===== src/sv/bht_pkg.sv =====
// Shared types and constants of the bucketed hash table.
// Used by bht_mod and bucketed_hash_table_top; depends on nothing.
`default_nettype none

package bht_pkg;

    localparam int unsigned KEY_W      = 31;
    localparam int unsigned ACT_W      = 2;
    localparam int unsigned PROBE_W    = 4;
    localparam int unsigned BC_W       = 5;
    localparam int unsigned SU_W       = 4;
    localparam int unsigned CFG_IDX_W  = 2;
    localparam int unsigned CFG_DATA_W = 5;
    localparam int unsigned WORD_W     = KEY_W + 1;

    localparam logic [ACT_W-1:0] ACT_INSERT = 2'd0;
    localparam logic [ACT_W-1:0] ACT_SEARCH = 2'd1;
    localparam logic [ACT_W-1:0] ACT_REMOVE = 2'd2;

    localparam logic [CFG_IDX_W-1:0] REG_BUCKET_COUNT = 2'd0;
    localparam logic [CFG_IDX_W-1:0] REG_SLOTS_IN_USE = 2'd1;

    localparam logic [BC_W-1:0] BUCKET_COUNT_RST = 5'd16;
    localparam logic [SU_W-1:0] SLOTS_IN_USE_RST = 4'd8;

    typedef enum logic [1:0] {
        ST_CLEAR,
        ST_IDLE,
        ST_DIV,
        ST_SCAN
    } state_t;

endpackage

`default_nettype wire


===== src/sv/bht_mod.sv =====
// Serial remainder unit: key modulo bucket count, two quotient bits per cycle.
// Depends on bht_pkg.
`default_nettype none

module bht_mod (
    input  wire logic                     clk,
    input  wire logic                     rst_n,
    input  wire logic                     load,
    input  wire logic [bht_pkg::KEY_W-1:0] dividend,
    input  wire logic [bht_pkg::BC_W-1:0]  divisor,
    output logic                          done,
    output logic [bht_pkg::BC_W-1:0]       rem
);
    import bht_pkg::*;

    localparam int unsigned STEPS = (KEY_W + 1) / 2;
    localparam int unsigned NUM_W = 2 * STEPS;
    localparam int unsigned CNT_W = (STEPS > 1) ? $clog2(STEPS) : 1;

    logic             busy_reg, busy_next;
    logic             done_reg, done_next;
    logic [CNT_W-1:0] cnt_reg, cnt_next;
    logic [NUM_W-1:0] num_reg, num_next;
    logic [BC_W-1:0]  rem_reg, rem_next;
    logic [BC_W-1:0]  div_reg, div_next;
    logic [BC_W-1:0]  rem_hi;
    logic [BC_W-1:0]  rem_lo;

    // One restoring step; the partial remainder stays below the divisor.
    function automatic logic [BC_W-1:0] rem_step(
        input logic [BC_W-1:0] r,
        input logic            b,
        input logic [BC_W-1:0] d
    );
        logic [BC_W:0] t;
        t = {r, b};
        if (t >= {1'b0, d})
        begin
            return BC_W'(t - {1'b0, d});
        end
        return t[BC_W-1:0];
    endfunction

    assign rem_hi = rem_step(rem_reg, num_reg[NUM_W-1], div_reg);
    assign rem_lo = rem_step(rem_hi, num_reg[NUM_W-2], div_reg);

    always_comb
    begin
        busy_next = busy_reg;
        done_next = 1'b0;
        cnt_next  = cnt_reg;
        num_next  = num_reg;
        rem_next  = rem_reg;
        div_next  = div_reg;
        if (load)
        begin
            busy_next = 1'b1;
            cnt_next  = CNT_W'(STEPS - 1);
            num_next  = NUM_W'(dividend);
            rem_next  = '0;
            div_next  = divisor;
        end
        else if (busy_reg)
        begin
            num_next = {num_reg[NUM_W-3:0], 2'b00};
            rem_next = rem_lo;
            cnt_next = cnt_reg - 1'b1;
            if (cnt_reg == '0)
            begin
                busy_next = 1'b0;
                done_next = 1'b1;
            end
        end
    end

    always_ff @(posedge clk or negedge rst_n)
    begin
        if (!rst_n)
        begin
            busy_reg <= 1'b0;
            done_reg <= 1'b0;
            cnt_reg  <= '0;
        end
        else
        begin
            busy_reg <= busy_next;
            done_reg <= done_next;
            cnt_reg  <= cnt_next;
        end
    end

    always_ff @(posedge clk)
    begin
        num_reg <= num_next;
        rem_reg <= rem_next;
        div_reg <= div_next;
    end

    assign done = done_reg;
    assign rem  = rem_reg;

`ifndef ASSERT_OFF
    a_rem_below_divisor: assert property (@(posedge clk) disable iff (!rst_n)
        busy_reg |-> (rem_reg < div_reg))
        else $error("partial remainder not below divisor");

    a_done_ends_run: assert property (@(posedge clk) disable iff (!rst_n)
        done_reg |-> !busy_reg && $past(busy_reg))
        else $error("done without a finished run");

    a_no_reload: assert property (@(posedge clk) disable iff (!rst_n)
        load |-> !busy_reg)
        else $error("load while a run is in progress");
`endif

endmodule

`default_nettype wire


===== src/sv/bht_mem.sv =====
// Slot store: one word per slot, valid bit over the key.
// One write port, one read port with registered read data; no package use.
`default_nettype none

module bht_mem #(
    parameter int unsigned DEPTH = 128,
    parameter int unsigned AW    = 7,
    parameter int unsigned W     = 32
) (
    input  wire logic          clk,
    input  wire logic          we,
    input  wire logic [AW-1:0] waddr,
    input  wire logic [W-1:0]  wdata,
    input  wire logic [AW-1:0] raddr,
    output logic [W-1:0]       rdata
);
    logic [W-1:0] mem [DEPTH];
    logic [W-1:0] rdata_reg;

    always_ff @(posedge clk)
    begin
        if (we)
        begin
            mem[waddr] <= wdata;
        end
    end

    always_ff @(posedge clk)
    begin
        rdata_reg <= mem[raddr];
    end

    assign rdata = rdata_reg;

endmodule

`default_nettype wire


===== src/sv/bucketed_hash_table_top.sv =====
// Top level of the bucketed hash table: sequencer, slot scan and config registers.
// Depends on bht_pkg, bht_mod and bht_mem.
`default_nettype none

// Bucketed hash table with modulo hash. After reset the block clears its slot
// store, one slot per cycle, with busy high; config writes are taken
// throughout. An operation is accepted when start is high and busy is low.
// The bucket comes from a serial remainder unit that retires two key bits per
// cycle, then the slots of the bucket are read one per cycle from the store's
// single read port, the compare following in the cycle after the read. The
// result shows with done for one cycle; an unused action code answers in the
// next cycle. There is no backpressure on the result side: sample probes and
// status while done is high.
// The next operation may start in the cycle that done is shown.
module bucketed_hash_table_top #(
    parameter int unsigned BUCKETS = 16,
    parameter int unsigned WAYS    = 8
) (
    input  wire logic                           clk,
    input  wire logic                           rst_n,
    input  wire logic                           start,
    output logic                                busy,
    input  wire logic [bht_pkg::ACT_W-1:0]      action,
    input  wire logic [bht_pkg::KEY_W-1:0]      key,
    output logic                                done,
    output logic [bht_pkg::PROBE_W-1:0]         probes,
    output logic                                status,
    input  wire logic                           cfg_valid,
    output logic                                cfg_ready,
    input  wire logic [bht_pkg::CFG_IDX_W-1:0]  cfg_index,
    input  wire logic [bht_pkg::CFG_DATA_W-1:0] cfg_data
);
    import bht_pkg::*;

    localparam int unsigned DEPTH = BUCKETS * WAYS;
    localparam int unsigned AW    = (DEPTH > 1) ? $clog2(DEPTH) : 1;
    localparam int unsigned BMAX  = (BUCKETS < 31) ? BUCKETS : 31;
    localparam int unsigned WMAX  = (WAYS < 15) ? WAYS : 15;

    state_t               state_reg, state_next;
    logic [AW-1:0]        clr_addr_reg, clr_addr_next;
    logic [ACT_W-1:0]     act_reg, act_next;
    logic [KEY_W-1:0]     key_reg, key_next;
    logic [SU_W-1:0]      ns_reg, ns_next;
    logic [AW-1:0]        base_reg, base_next;
    logic [SU_W-1:0]      iss_reg, iss_next;
    logic [SU_W-1:0]      chk_reg, chk_next;
    logic                 chk_vld_reg, chk_vld_next;
    logic                 done_reg, done_next;
    logic [PROBE_W-1:0]   probes_reg, probes_next;
    logic                 status_reg, status_next;
    logic [BC_W-1:0]      bucket_count_reg;
    logic [SU_W-1:0]      slots_in_use_reg;

    logic [BC_W-1:0]      nb_eff;
    logic [SU_W-1:0]      ns_eff;
    logic                 div_load;
    logic                 div_done;
    logic [BC_W-1:0]      div_rem;
    logic                 mem_we;
    logic [AW-1:0]        mem_waddr;
    logic [WORD_W-1:0]    mem_wdata;
    logic [AW-1:0]        mem_raddr;
    logic [WORD_W-1:0]    mem_rdata;
    logic                 slot_full;
    logic                 slot_hit;

    always_comb
    begin
        if (bucket_count_reg == '0)
        begin
            nb_eff = BC_W'(1);
        end
        else if (32'(bucket_count_reg) > BMAX)
        begin
            nb_eff = BC_W'(BMAX);
        end
        else
        begin
            nb_eff = bucket_count_reg;
        end

        if (slots_in_use_reg == '0)
        begin
            ns_eff = SU_W'(1);
        end
        else if (32'(slots_in_use_reg) > WMAX)
        begin
            ns_eff = SU_W'(WMAX);
        end
        else
        begin
            ns_eff = slots_in_use_reg;
        end
    end

    bht_mod u_mod (
        .clk      (clk),
        .rst_n    (rst_n),
        .load     (div_load),
        .dividend (key),
        .divisor  (nb_eff),
        .done     (div_done),
        .rem      (div_rem)
    );

    bht_mem #(
        .DEPTH (DEPTH),
        .AW    (AW),
        .W     (WORD_W)
    ) u_mem (
        .clk   (clk),
        .we    (mem_we),
        .waddr (mem_waddr),
        .wdata (mem_wdata),
        .raddr (mem_raddr),
        .rdata (mem_rdata)
    );

    // Insert wants an empty slot; search and remove want an occupied match.
    assign slot_full = mem_rdata[WORD_W-1];
    assign slot_hit  = (act_reg == ACT_INSERT) ? !slot_full
                     : (slot_full && (mem_rdata[KEY_W-1:0] == key_reg));

    always_comb
    begin
        state_next    = state_reg;
        clr_addr_next = clr_addr_reg;
        act_next      = act_reg;
        key_next      = key_reg;
        ns_next       = ns_reg;
        base_next     = base_reg;
        iss_next      = iss_reg;
        chk_next      = chk_reg;
        chk_vld_next  = chk_vld_reg;
        done_next     = 1'b0;
        probes_next   = probes_reg;
        status_next   = status_reg;
        div_load      = 1'b0;
        mem_we        = 1'b0;
        mem_waddr     = base_reg + AW'(chk_reg);
        mem_wdata     = {1'b1, key_reg};
        mem_raddr     = base_reg + AW'(iss_reg);

        case (state_reg)
            ST_CLEAR:
            begin
                mem_we        = 1'b1;
                mem_waddr     = clr_addr_reg;
                mem_wdata     = '0;
                clr_addr_next = clr_addr_reg + 1'b1;
                if (clr_addr_reg == AW'(DEPTH - 1))
                begin
                    state_next = ST_IDLE;
                end
            end
            ST_IDLE:
            begin
                if (start)
                begin
                    if (action inside {ACT_INSERT, ACT_SEARCH, ACT_REMOVE})
                    begin
                        act_next   = action;
                        key_next   = key;
                        ns_next    = ns_eff;
                        div_load   = 1'b1;
                        state_next = ST_DIV;
                    end
                    else
                    begin
                        // unused code: leave the table alone
                        done_next   = 1'b1;
                        probes_next = '0;
                        status_next = 1'b1;
                    end
                end
            end
            ST_DIV:
            begin
                if (div_done)
                begin
                    base_next    = AW'(32'(div_rem) * 32'(WAYS));
                    iss_next     = '0;
                    chk_vld_next = 1'b0;
                    state_next   = ST_SCAN;
                end
            end
            ST_SCAN:
            begin
                // issue the next slot read while the previous one is compared
                if (iss_reg != ns_reg)
                begin
                    iss_next     = iss_reg + 1'b1;
                    chk_next     = iss_reg;
                    chk_vld_next = 1'b1;
                end
                else
                begin
                    chk_vld_next = 1'b0;
                end

                if (chk_vld_reg)
                begin
                    if (slot_hit)
                    begin
                        mem_we      = (act_reg != ACT_SEARCH);
                        mem_wdata   = (act_reg == ACT_INSERT) ? {1'b1, key_reg} : '0;
                        done_next   = 1'b1;
                        probes_next = PROBE_W'(chk_reg + 1'b1);
                        status_next = 1'b0;
                        state_next  = ST_IDLE;
                    end
                    else if (chk_reg == ns_reg - 1'b1)
                    begin
                        done_next   = 1'b1;
                        probes_next = PROBE_W'(ns_reg);
                        status_next = 1'b1;
                        state_next  = ST_IDLE;
                    end
                end
            end
            default:
            begin
                state_next = ST_IDLE;
            end
        endcase
    end

    always_ff @(posedge clk or negedge rst_n)
    begin
        if (!rst_n)
        begin
            state_reg    <= ST_CLEAR;
            clr_addr_reg <= '0;
            chk_vld_reg  <= 1'b0;
            done_reg     <= 1'b0;
        end
        else
        begin
            state_reg    <= state_next;
            clr_addr_reg <= clr_addr_next;
            chk_vld_reg  <= chk_vld_next;
            done_reg     <= done_next;
        end
    end

    always_ff @(posedge clk)
    begin
        act_reg    <= act_next;
        key_reg    <= key_next;
        ns_reg     <= ns_next;
        base_reg   <= base_next;
        iss_reg    <= iss_next;
        chk_reg    <= chk_next;
        probes_reg <= probes_next;
        status_reg <= status_next;
    end

    always_ff @(posedge clk or negedge rst_n)
    begin
        if (!rst_n)
        begin
            bucket_count_reg <= BUCKET_COUNT_RST;
            slots_in_use_reg <= SLOTS_IN_USE_RST;
        end
        else if (cfg_valid && cfg_ready)
        begin
            case (cfg_index)
                REG_BUCKET_COUNT: bucket_count_reg <= cfg_data[BC_W-1:0];
                REG_SLOTS_IN_USE: slots_in_use_reg <= cfg_data[SU_W-1:0];
                default:          ;
            endcase
        end
    end

    assign busy      = (state_reg != ST_IDLE);
    assign done      = done_reg;
    assign probes    = probes_reg;
    assign status    = status_reg;
    assign cfg_ready = 1'b1;

`ifndef ASSERT_OFF
    a_success_probes: assert property (@(posedge clk) disable iff (!rst_n)
        (done_reg && !status_reg) |-> (probes_reg != '0))
        else $error("success reported with zero probes");

    a_unused_action: assert property (@(posedge clk) disable iff (!rst_n)
        (start && !busy && action != ACT_INSERT && action != ACT_SEARCH
            && action != ACT_REMOVE)
        |=> (done_reg && probes_reg == '0 && status_reg))
        else $error("unused action code not answered at once");

    a_miss_probes: assert property (@(posedge clk) disable iff (!rst_n)
        (done_reg && status_reg && probes_reg != '0) |-> (probes_reg == PROBE_W'(ns_reg)))
        else $error("miss count differs from slots scanned");

    a_search_no_write: assert property (@(posedge clk) disable iff (!rst_n)
        (mem_we && state_reg == ST_SCAN) |-> (act_reg != ACT_SEARCH))
        else $error("search modified the store");

    a_clear_quiet: assert property (@(posedge clk) disable iff (!rst_n)
        (state_reg == ST_CLEAR) |-> !done_reg)
        else $error("result during clearing pass");
`endif

endmodule

`default_nettype wire

===== config.mk =====
export PLATFORM = sky130hd
export DESIGN_NAME = bucketed_hash_table_top
export DESIGN_NICKNAME = d
export VERILOG_FILES = /design/src/sv/bht_pkg.sv /design/src/sv/bht_mod.sv /design/src/sv/bht_mem.sv /design/src/sv/bucketed_hash_table_top.sv
export SDC_FILE = /design/constraint.sdc
export NUM_CORES = 2
export LEC_CHECK = 0
export BUFFER_PORTS_ARGS = -buffer_cell sky130_fd_sc_hd__buf_2
export CORE_MARGIN = 2
export CORE_UTILIZATION = 35
export DETAILED_ROUTE_END_ITERATION = 16
export SLEW_MARGIN = 25
export SYNTH_ARGS = -nofsm -noshare
export SYNTH_HDL_FRONTEND = slang
export SYNTH_HIERARCHICAL = 1
export SYNTH_SLANG_ARGS = --single-unit

===== constraint.sdc =====
create_clock -name clk -period 9.5 [get_ports clk]
set_clock_uncertainty 0.05 [all_clocks]
set_input_delay 0.475 -clock clk [delete_from_list [all_inputs] [get_ports clk]]
set_output_delay 0.475 -clock clk [all_outputs]
set_load 0.01 [all_outputs]

==> results.txt <==
Layout Nets: 6984
GPL Wtd Cong: 0.877
Initial detailed-routing violation count: 10100
Avg Cell Area, Syn: 25.1 um2
Area Growth Syn to Fin: 16.1%
Placed Area: 174000 um2
Htree depth: 5
Clk buf depth: 4
Seq/Total Area, Yosys: 78.2%
CP max FO: 32
FF+latch area: 127000 um2
Global-route wire length before repair: 591 mm
Layout Cell Area excl Fill: 189000 um2
Clk sinks: 4250
Fill cells: 39600
Final Hold Viols: 0
CTS buffer count: 407
Cells after Synth: 6473
Multi-input gate area: 35100 um2
Commonest non-fill, non-tap cell in the layout: edfxtp_1
Yosys reg bits: 4250
Rows: 250
Critical path cell sequence: xor2_1, nor4_1, nand4_1, o31ai_2, a41oi_1, nor2_1, buf_4, nor2b_1, nand2_1, buf_4, nor2_4
Reg-to-reg startpoint: key_reg[19]
Vias in the first global route: 73000
Commonest non-fill, non-tap cells in the layout: edfxtp_1, mux4_2, clkbuf_16
Worst-path clk slew: 0.06 ns
EDFF count, synth: 4186
Die width: 685 um
Vias/cell: 5.49
R2r setup slk: 4.04 ns
# Post-CTS Setup Buffers: 0
Wirelength, routed: 427 mm
WS Path Type: reg2reg
Unrepaired setup endpoints after global routing: false
Setup-failing EPs final: 0
Max incr delay on CP: 0.84 ns
Worst Path Arrival: 6.01 ns
Die ar.: 470000 um2
Most used cell, CP: buf_4
Period utilisation layout: 57.5%
Capture point of the worst reg-to-reg path: u_mem/mem[108][7]
Worst slew margin: 23.1%
Initial antenna violation count: 69
Share of layout cells above drive strength 1: 34.6%
Tmin final: 5.46 ns
Max-slew violations: 0
# IOs: 52
CTS tree: yes
Worst hold path class: in2async
FFs w/ async S/R, synth: 0.612%
Worst-case reg-to-reg path depth: 11
Later-pin clock latency in the skew report: 0.99 ns
Hold-fix buffers, CTS: 47
LEAKAGE: 57.5 nW
Total number of vias: 73800
Worst-margin pin slew: 1.15 ns
Critical Path Sink Type: register
Pre-antenna DRT Iters: 7
Core area: 463000 um2
Post-synth cell types: 61
Peak supply drop: 0.303 mV
Post-synth top flop: edfxtp_1
Max FFs per register: 4096
CTS root buf: clkbuf_16
Crit-path slowest cell: nor2_4
TNS Setup: 0 ns
Synth Cell Area: 163000 um2
Routed WL per cell: 31.7 um
Gr ovfl total: 0
Initial Util: 35.1%
DRC errors left: 0
Worst Path Required: 10.05 ns
Max-cap violations: 0
Peak Freq: 0.183 GHz
Mapped Nets: 6543
Startpoint Class: register
Gr usage total: 17.8%
I/O Buffers: 50
Cts repair resizes: 0
Die Ht: 685 um
Largest net degree at the start of global routing: 153
Final core occ: 40.7%
Status: finished clean
Post-DRT Antenna Nets: 0
Warnings from Yosys: 6
Hpwl dp: 268 mm
Power density cells: 320 nW/um2
-- worst max path at each step --
stage	from	endpoint	slack, ns	cells past startpoint
final	key_reg[19]	u_mem/mem[108][7]	4.04	11
after global routing	key_reg[19]	u_mem/mem[108][7]	3.83	11
after CTS	key_reg[19]	u_mem/mem[52][11]	3.94	11
after detailed placement	key_reg[19]	u_mem/mem[52][13]	4.01	11
after global placement	key_reg[15]	u_mem/mem[44][12]	4.07	11
after floorplan	key_reg[21]	u_mem/mem[0][2]	4.42	7
-- stage by stage --
step / hold slack [ns] / setup slack (ns) / power (mW) / cells
2_1_floorplan: 0.129 / 4.42 / 35.7 / 6473
3_3_place_gp: 0.420 / 4.07 / 43.8 / 12500
3_5_place_dp: 0.429 / 4.01 / 44.3 / 12600
4_1_cts: 0.0814 / 3.94 / 60.6 / 13400
5_1_grt: 0.144 / 3.83 / 62.0 / 13400
6_report: 0.101 / 4.04 / 60.3 / 13500
-- report_power, final --
group	switching [mW]	internal [mW]	leakage (nW)
logic	12.6	6.98	12.3
clock network	7.05	9.33	6.55
registers	0.249	24.1	38.7
-- critical path, delay by kind of cell, from the launching register on --
family / cells / cell delay [ns]
AO/OA/AOI/OAI: 2 / 1.04
XOR/XNOR: 1 / 0.16
buffers and inverters: 2 / 0.74
flip-flops: 1 / 0.42
AND/OR/NAND/NOR: 6 / 2.61
-- layer usage --
layer  vias up  track usage, %  wire length, um
met5         -               0              111
met4        16            6.76            17300
met3       626            3.50            38300
met2      3508            28.4           206000
met1     40600            24.2           166000
li1      29100               -                -
-- synthesized netlist by cell type (all sizes together) (24+ instances only) --
cell type | instances | area share [%]
nor2 | 148 | 0.34
dfrtp | 24 | 0.37
nor2b | 43 | 0.19
ha | 24 | 0.18
clkbuf | 189 | 0.44
nand2 | 35 | 0.081
dfxtp | 38 | 0.47
edfxtp | 4186 | 77
xor2 | 39 | 0.21
mux4 | 1344 | 19
mux2 | 79 | 0.55
buf | 145 | 0.44
-- cells by family after synthesis --
group | share of synthesized area [%]
buffers and inverters | 0.925
adder cells (fa/ha/maj) | 0.209
XOR/XNOR | 0.329
multiplexers | 19.2
AO/OA/AOI/OAI | 0.229
AND/OR/NAND/NOR | 0.898
other | 0.00231
flip-flops | 78.2
-- layout make-up --
cell class                      count  area share, %
Inverter                           22         0.0438
Antenna cell                       18         0.0239
Clock buffer                      491           5.64
Timing Repair Buffer              366           2.69
Sequential cell                  4250           67.4
Clock inverter                    266           1.48
Tap cell                         6174           4.10
Multi-Input combinational cell   1867           18.6
Power figures use the tool's default switching activity.
